--- config.mk ---
export PLATFORM = sky130hd
export DESIGN_NAME = pool_block_allocator_top
export DESIGN_NICKNAME = d
export VERILOG_FILES = /design/src/hdl/pba_pkg.sv /design/src/hdl/pba_cmp.sv /design/src/hdl/pool_block_allocator_top.sv
export SDC_FILE = /design/constraint.sdc
export NUM_CORES = 2
export LEC_CHECK = 0
export BUFFER_PORTS_ARGS = -buffer_cell sky130_fd_sc_hd__buf_2
export CAP_MARGIN = 10
export CORE_MARGIN = 5
export CORE_UTILIZATION = 40
export DETAILED_ROUTE_END_ITERATION = 8
export GPL_TIMING_DRIVEN = 0
export HOLD_SLACK_MARGIN = 0.02
export PLACE_DENSITY = 0.55
export SYNTH_ARGS = -nofsm -noshare
export SYNTH_HDL_FRONTEND = slang
export SYNTH_HIERARCHICAL = 1
export SYNTH_SLANG_ARGS = --single-unit
--- constraint.sdc ---
create_clock -name clk -period 11.77 [get_ports clk]
set_input_delay 3.531 -clock clk [delete_from_list [all_inputs] [get_ports clk]]
set_output_delay 3.531 -clock clk [all_outputs]
set_load 0.05 [all_outputs]
--- src/hdl/pba_pkg.sv ---
// Package: shared types, codes and defaults for the pool block allocator.
`default_nettype none
package pba_pkg;
  localparam int MAX_BLOCKS_DEF = 16;
  localparam int ADDR_BITS_DEF  = 32;

  localparam logic [1:0] KIND_ALLOC   = 2'd0;
  localparam logic [1:0] KIND_FREE    = 2'd1;
  localparam logic [1:0] KIND_RESTART = 2'd2;

  localparam logic [1:0] ST_OK      = 2'd0;
  localparam logic [1:0] ST_NOSPACE = 2'd1;
  localparam logic [1:0] ST_FULL    = 2'd2;
  localparam logic [1:0] ST_UNKNOWN = 2'd3;

  localparam logic [1:0] CFG_POOL_BASE = 2'd0;
  localparam logic [1:0] CFG_POOL_SIZE = 2'd1;
  localparam logic [1:0] CFG_OVERHEAD  = 2'd2;

  // Result of one list scan step, from the compare unit to the sequencer.
  typedef struct packed {
    logic hit;
  } pba_cmp_t;
endpackage
`default_nettype wire

--- src/hdl/pba_cmp.sv ---
// Shared compare unit: size fit test or address match on one list entry.
`default_nettype none
module pba_cmp #(
  parameter int ADDR_BITS = pba_pkg::ADDR_BITS_DEF
) (
  input  wire logic                 mode_addr,
  input  wire logic [32:0]          entry_size,
  input  wire logic [32:0]          need,
  input  wire logic [ADDR_BITS-1:0] entry_addr,
  input  wire logic [ADDR_BITS-1:0] key_addr,
  output pba_pkg::pba_cmp_t         res
);
  import pba_pkg::*;
  // one compare per cycle, either kind
  always_comb begin
    if (mode_addr) res.hit = (entry_addr == key_addr);
    else           res.hit = (entry_size >= need);
  end
endmodule
`default_nettype wire

--- src/hdl/pool_block_allocator_top.sv ---
// Top level: pool block allocator with busy and freed lists and a bump pointer.
// One item at a time; the list scan steps each entry through SCAN and DECIDE using the
// shared compare unit, and the compaction moves each entry through DECIDE and SHIFT.
// busy is high from acceptance until the result strobe; the receiver cannot stall.
// Reset (synchronous, rst_n low) clears counts, sets bump_top and bytes_left to 0
// and block_overhead to 16; list contents stay undefined until written.
`default_nettype none
module pool_block_allocator_top #(
  parameter int MAX_BLOCKS = pba_pkg::MAX_BLOCKS_DEF,
  parameter int ADDR_BITS  = pba_pkg::ADDR_BITS_DEF
) (
  input  wire logic        clk,
  input  wire logic        rst_n,
  input  wire logic        start,
  output logic             busy,
  input  wire logic [1:0]  in_kind,
  input  wire logic [31:0] in_req_size,
  input  wire logic [31:0] in_free_addr,
  input  wire logic        cfg_we,
  input  wire logic [1:0]  cfg_index,
  input  wire logic [31:0] cfg_wdata,
  output logic             out_valid,
  output logic [1:0]       out_status,
  output logic [31:0]      out_block_addr,
  output logic             out_any_busy,
  output logic [31:0]      out_oldest_busy_addr
);
  import pba_pkg::*;
  localparam int IW = $clog2(MAX_BLOCKS);
  localparam int CW = $clog2(MAX_BLOCKS + 1);
  localparam int EW = ADDR_BITS + 33;

  typedef enum logic [5:0] {
    S_IDLE = 6'b000001, S_SCAN = 6'b000010, S_DECIDE = 6'b000100,
    S_SHIFT = 6'b001000, S_APPEND = 6'b010000, S_DONE = 6'b100000
  } state_t;

  state_t state_r, state_nxt;
  logic [31:0] base_r, psize_r;
  logic [7:0]  ovh_r;
  logic [ADDR_BITS-1:0] top_r;
  logic [31:0] left_r;
  logic [CW-1:0] bcnt_r, fcnt_r;
  logic [1:0]  kind_r;
  logic [32:0] need_r;
  logic [ADDR_BITS-1:0] key_r;
  logic [CW-1:0] idx_r;
  logic found_r;
  logic [EW-1:0] hit_r;
  logic [1:0]  stat_r;
  logic [31:0] baddr_r;
  logic [ADDR_BITS-1:0] oldest_r;

  // list memories: entry = {addr, size}
  logic [EW-1:0] bmem [MAX_BLOCKS];
  logic [EW-1:0] fmem [MAX_BLOCKS];
  logic [EW-1:0] rd_r, rd1_r;

  logic [ADDR_BITS-1:0] key_ext;
  pba_cmp_t cmp;
  logic src_free; // scanning / compacting the freed list
  assign src_free = (kind_r == KIND_ALLOC);
  assign key_ext = ADDR_BITS'(in_free_addr);

  pba_cmp #(.ADDR_BITS(ADDR_BITS)) u_cmp (
    .mode_addr (!src_free),
    .entry_size(rd_r[32:0]),
    .need      (need_r),
    .entry_addr(rd_r[EW-1:33]),
    .key_addr  (key_r),
    .res       (cmp)
  );

  logic [CW-1:0] scnt;
  assign scnt = src_free ? fcnt_r : bcnt_r;
  logic [IW-1:0] ra;
  assign ra = idx_r[IW-1:0];

  // registered reads at the walk index and the one after
  logic [IW-1:0] ra1;
  assign ra1 = IW'(idx_r + CW'(1));
  always_ff @(posedge clk) begin
    rd_r  <= src_free ? fmem[ra] : bmem[ra];
    rd1_r <= src_free ? fmem[ra1] : bmem[ra1];
    oldest_r <= bmem[0][EW-1:33];
  end

  logic [EW-1:0] new_e;
  assign new_e = found_r ? hit_r : {top_r, need_r};

  // list writes: compaction on the source list, append on the destination
  always_ff @(posedge clk) begin
    if (state_r == S_SHIFT && ((idx_r + CW'(1)) < scnt)) begin
      if (src_free) fmem[ra] <= rd1_r;
      else          bmem[ra] <= rd1_r;
    end
    if (state_r == S_APPEND) begin
      if (src_free) begin
        if (bcnt_r < CW'(MAX_BLOCKS)) bmem[bcnt_r[IW-1:0]] <= new_e;
      end else if (fcnt_r < CW'(MAX_BLOCKS)) fmem[fcnt_r[IW-1:0]] <= new_e;
    end
  end

  // sequencer: once a hit is found, DECIDE/SHIFT pairs compact the rest
  always_comb begin
    state_nxt = state_r;
    unique case (state_r)
      S_IDLE:   if (start) state_nxt = (in_kind == KIND_ALLOC || in_kind == KIND_FREE)
                             ? S_SCAN : S_DONE;
      S_SCAN:   state_nxt = (idx_r < scnt) ? S_DECIDE : S_APPEND;
      S_DECIDE: state_nxt = (found_r || cmp.hit) ? S_SHIFT : S_SCAN;
      S_SHIFT:  state_nxt = ((idx_r + CW'(2)) < scnt) ? S_DECIDE : S_APPEND;
      S_APPEND: state_nxt = S_DONE;
      S_DONE:   state_nxt = S_IDLE;
      default:  state_nxt = S_IDLE;
    endcase
  end

  // datapath and control registers
  always_ff @(posedge clk) begin
    if (!rst_n) begin
      state_r <= S_IDLE; base_r <= '0; psize_r <= '0; ovh_r <= 8'd16;
      top_r <= '0; left_r <= '0; bcnt_r <= '0; fcnt_r <= '0;
      out_valid <= 1'b0; found_r <= 1'b0; idx_r <= '0;
    end else begin
      state_r <= state_nxt;
      out_valid <= 1'b0;
      if (cfg_we) begin
        case (cfg_index)
          CFG_POOL_BASE: base_r <= cfg_wdata;
          CFG_POOL_SIZE: psize_r <= cfg_wdata;
          CFG_OVERHEAD:  ovh_r <= cfg_wdata[7:0];
          default: ;
        endcase
      end
      case (state_r)
        S_IDLE: if (start) begin
          kind_r <= in_kind;
          need_r <= {1'b0, in_req_size} + 33'(ovh_r);
          key_r <= key_ext;
          idx_r <= '0; found_r <= 1'b0; stat_r <= ST_OK; baddr_r <= '0;
          if (in_kind == KIND_RESTART) begin
            bcnt_r <= '0; fcnt_r <= '0;
            top_r <= ADDR_BITS'(base_r); left_r <= psize_r;
          end
        end
        S_SCAN: ;
        S_DECIDE: if (!found_r) begin
          if (cmp.hit) begin
            found_r <= 1'b1; hit_r <= rd_r;
          end else idx_r <= idx_r + CW'(1);
        end
        S_SHIFT: idx_r <= idx_r + CW'(1);
        S_APPEND: begin
          if (src_free) begin
            if (found_r) begin
              fcnt_r <= fcnt_r - CW'(1);
              if (bcnt_r < CW'(MAX_BLOCKS)) bcnt_r <= bcnt_r + CW'(1);
              baddr_r <= 32'(hit_r[EW-1:33]);
            end else if ({1'b0, left_r} < need_r) stat_r <= ST_NOSPACE;
            else if ((bcnt_r + fcnt_r) >= CW'(MAX_BLOCKS)) stat_r <= ST_FULL;
            else begin
              bcnt_r <= bcnt_r + CW'(1);
              baddr_r <= 32'(top_r);
              top_r <= top_r + ADDR_BITS'(need_r);
              left_r <= left_r - need_r[31:0];
            end
          end else if (found_r) begin
            bcnt_r <= bcnt_r - CW'(1);
            if (fcnt_r < CW'(MAX_BLOCKS)) fcnt_r <= fcnt_r + CW'(1);
          end else stat_r <= ST_UNKNOWN;
        end
        S_DONE: out_valid <= 1'b1;
        default: ;
      endcase
    end
  end

  // hold off the state side so the out read sees final lists
  logic [1:0] st_o;
  assign st_o = (kind_r == KIND_ALLOC || kind_r == KIND_FREE) ? stat_r : ST_OK;
  assign busy = (state_r != S_IDLE);
  assign out_status = st_o;
  assign out_block_addr = (kind_r == KIND_ALLOC) ? baddr_r : 32'd0;
  assign out_any_busy = (bcnt_r != '0);
  assign out_oldest_busy_addr = (bcnt_r != '0) ? 32'(oldest_r) : 32'd0;

  // checks
  a_cnt: assert property (@(posedge clk) disable iff (!rst_n)
    (bcnt_r + fcnt_r) <= CW'(MAX_BLOCKS)) else $error("list counts overflow");
  a_strobe: assert property (@(posedge clk) disable iff (!rst_n)
    out_valid |=> !out_valid) else $error("double result strobe");
  a_busy: assert property (@(posedge clk) disable iff (!rst_n)
    (start && !busy) |=> busy) else $error("accept without busy");
endmodule
`default_nettype wire

==> results_dict.tcl <==
set metrics [dict create \
    synth-seq-cells 2571 \
    port_buffers 172 \
    power_uw 20300 \
    grt_start_max_net_pins 37 \
    cp.arrival_ns 4.68 \
    violations "max-capacitance violations" \
    die_y_um 554 \
    numCtsBuffers 287 \
    finalCriticalPeriod_ns 8.21 \
    ios 173 \
    r2r_slack_ns 3.93 \
    avgSynthCellArea_um2 18.0 \
    syn-cell-area_um2 118000 \
    drt_iter0_markers 10500 \
    critPathSlowestCell "clkbuf_2" \
    cts_tree "built" \
    gr-usage-all-layers_pct 29.5 \
    final_area_um2 139000 \
    num_vias 73900 \
    cts.sinks 2571 \
    ys_types 88 \
    crit_required_ns 8.24 \
    r2r_cells 14 \
    r2r-start "kind_r[1]" \
    grt_first_pass_wirelength_mm 619 \
    start_kind "flip-flop" \
    finalSetupViolCount 0 \
    yosysSeqAreaShare_pct 62.5 \
    gp_congestion 0.934 \
    fin_crit_sh_pct 69.8 \
    grt_overflow 0 \
    first_global_vias 72600 \
    multiInputGateArea_um2 42500 \
    worst_slew_pin_slew_ns 1.45 \
    placement_rows 199 \
    area_growth_syn_to_layout_pct 17.1 \
    die_w_um 554 \
    synth_async_sr_flop_share_pct 0 \
    dieArea_um2 307000 \
    crit_start "kind_r[1]" \
    drv_slew 0 \
    powerDensity_nw_per_um2 147 \
    synthCells 6591 \
    hpwl_mm 344 \
    finalHoldViolations 0 \
    worstPathCellList "or2_2, buf_2, buf_2, inv_1, clkbuf_2, clkbuf_2, and2_1, buf_2" \
    core_um2 294000 \
    synth_edf_count 2246 \
    fillCellCount 24900 \
    irDropWorstVdd_uv 115 \
    grt_setup_unrepaired "no" \
    final_antenna_net_count 0 \
    cts_buffer_depth 4 \
    cts_setup_buffers 0 \
    cts_hold_buf 0 \
    syn_nets 6829 \
    clock.fmax_mhz 122 \
    root_buffer "clkbuf_16" \
    finClkSkew_ns 0.0849 \
    cts_resized 0 \
    synth_ff_type "edfxtp_1" \
    htree_num_levels 5 \
    final-seq-area_um2 74000 \
    outcome "complete, but fails checks" \
    drcViolationCount 0 \
    via_per_inst 6.42 \
    layout_commonest_cell "edfxtp_1" \
    start_util_pct 40.2 \
    crit_top_cell "buf_2" \
    crit_end "out_block_addr[2]" \
    cap_violations 1 \
    max_stage_delay_ns 0.82 \
    hold_class "flip-flop to flip-flop" \
    p_leak_uw 0.0441 \
    relSlewSlack_pct 0.276 \
    final_layout_size_suffix_gt1_share_pct 32.1 \
    worstSkewPairLatency_ns 0.95 \
    place_area_um2 129000 \
    drt_wl_total_mm 460 \
    layout_common_cells "edfxtp_1, mux4_2, nand2_1, dfxtp_1, clkbuf_1" \
    r2r_end "fmem[15][21]" \
    antenna_found_initial 29 \
    clk_pin_slew_ns 0.06 \
    firstDrtPassIters 6 \
    cp_max_fo 10 \
    criticalPathCategory "flip-flop to primary output" \
    wl_per_cell_um 40.0 \
    yosys_warnings 6 \
    fin_nets 7596 \
    end_kind "primary output" \
]
worst min-delay path by stage:
stage,from,to,slack [ns],depth (start not counted)
finish,bmem[0][33],oldest_r[0],0.38,0
global route,bmem[0][56],oldest_r[23],0.40,0
CTS,bmem[0][33],oldest_r[0],0.38,0
detailed placement,bmem[0][33],oldest_r[0],0.38,0
global placement,bmem[0][34],oldest_r[1],0.37,0
floorplan,bmem[0][33],oldest_r[0],0.36,0
registers in the layout, summed over array words and instances (netlist names), 2 cells and up, named ones only:
register	cells
bmem	1040
fmem	1040
hit_r	65
rd1_r	65
rd_r	65
need_r	33
baddr_r	32
base_r	32
key_r	32
left_r	32
oldest_r	32
psize_r	32
top_r	32
ovh_r	8
state_r	6
bcnt_r	5
fcnt_r	5
idx_r	5
kind_r	2
stat_r	2
logic make-up after synthesis:
family | Yosys count | share of synthesized area (%)
flops | 2571 | 62.5
mux | 1418 | 25.8
simple gates | 1155 | 4.26
compound gates | 642 | 3.33
buf+inv | 559 | 1.90
fa+ha+maj | 134 | 1.45
xor+xnor | 112 | 0.829
worst max-delay path, delay by kind of cell, from the launching register on:
family / cells / cell delay, ns
buf+inv: 6 / 2.67
simple gates: 2 / 0.58
flops: 1 / 0.50
stage by stage:
stage | util, % | hold slack (ns) | worst slack, ns | TNS, ns | cells
5_1_grt | 47.1 | 0.400 | 3.59 | 0 | 11500
4_1_cts | 47.0 | 0.379 | 3.70 | 0 | 11500
6_report | 47.1 | 0.384 | 3.56 | 0 | 11500
3_5_place_dp | 43.8 | 0.376 | 4.22 | 0 | 11000
2_1_floorplan | - | 0.361 | 2.96 | 0 | 6591
3_3_place_gp | 42.2 | 0.368 | -3.04 | -5084.22 | 10700
layout make-up:
type / count / area share, %
Clock buffer: 373 / 5.68
Timing Repair Buffer: 478 / 4.13
Antenna cell: 7 / 0.0126
Buffer: 445 / 1.34
Sequential cell: 2571 / 53.4
Inverter: 114 / 0.309
Multi-Input combinational cell: 3461 / 30.7
Tap cell: 3919 / 3.54
Clock inverter: 149 / 0.979
power breakdown:
part | leakage (uW) | switching (uW) | total [uW] | internal, uW
Clock | 0.00453 | 3820 | 9000 | 5180
Sequential | 0.0230 | 163 | 10200 | 10000
Combinational | 0.0166 | 797 | 1170 | 368
per-layer routing:
| layer | GRT usage (%) | part of all wire, % | routed length [um] | vias to the layer above |
|---|---|---|---|---|
| li1 | - | - | - | 28700 |
| met1 | 38.7 | 37 | 171000 | 39600 |
| met2 | 43.8 | 44 | 203000 | 4701 |
| met3 | 6.89 | 10 | 47000 | 966 |
| met4 | 20.1 | 8.4 | 38600 | 4 |
| met5 | 0.0617 | 0.046 | 210 | - |
cell usage after synthesis, types with 25 or more instances:
| master | number | share of area [%] |
|---|---|---|
| and2_1 | 42 | 0.22 |
| xnor2_1 | 82 | 0.61 |
| mux2i_1 | 88 | 0.74 |
| buf_2 | 75 | 0.32 |
| xor2_1 | 30 | 0.22 |
| ha_1 | 129 | 1.4 |
| o21ai_0 | 217 | 0.92 |
| mux4_2 | 1300 | 25 |
| nor2_1 | 186 | 0.59 |
| mux2_2 | 30 | 0.29 |
| nand3_1 | 43 | 0.18 |
| a21o_1 | 42 | 0.27 |
| edfxtp_1 | 2246 | 57 |
| inv_1 | 113 | 0.36 |
| clkbuf_1 | 284 | 0.90 |
| a31oi_1 | 25 | 0.13 |
| buf_1 | 76 | 0.24 |
| dfxtp_1 | 325 | 5.5 |
| a21oi_1 | 197 | 0.83 |
| nand2_1 | 704 | 2.2 |
| nand4_1 | 27 | 0.14 |
| nor2b_1 | 51 | 0.27 |
(Power assumes the default switching activity.)
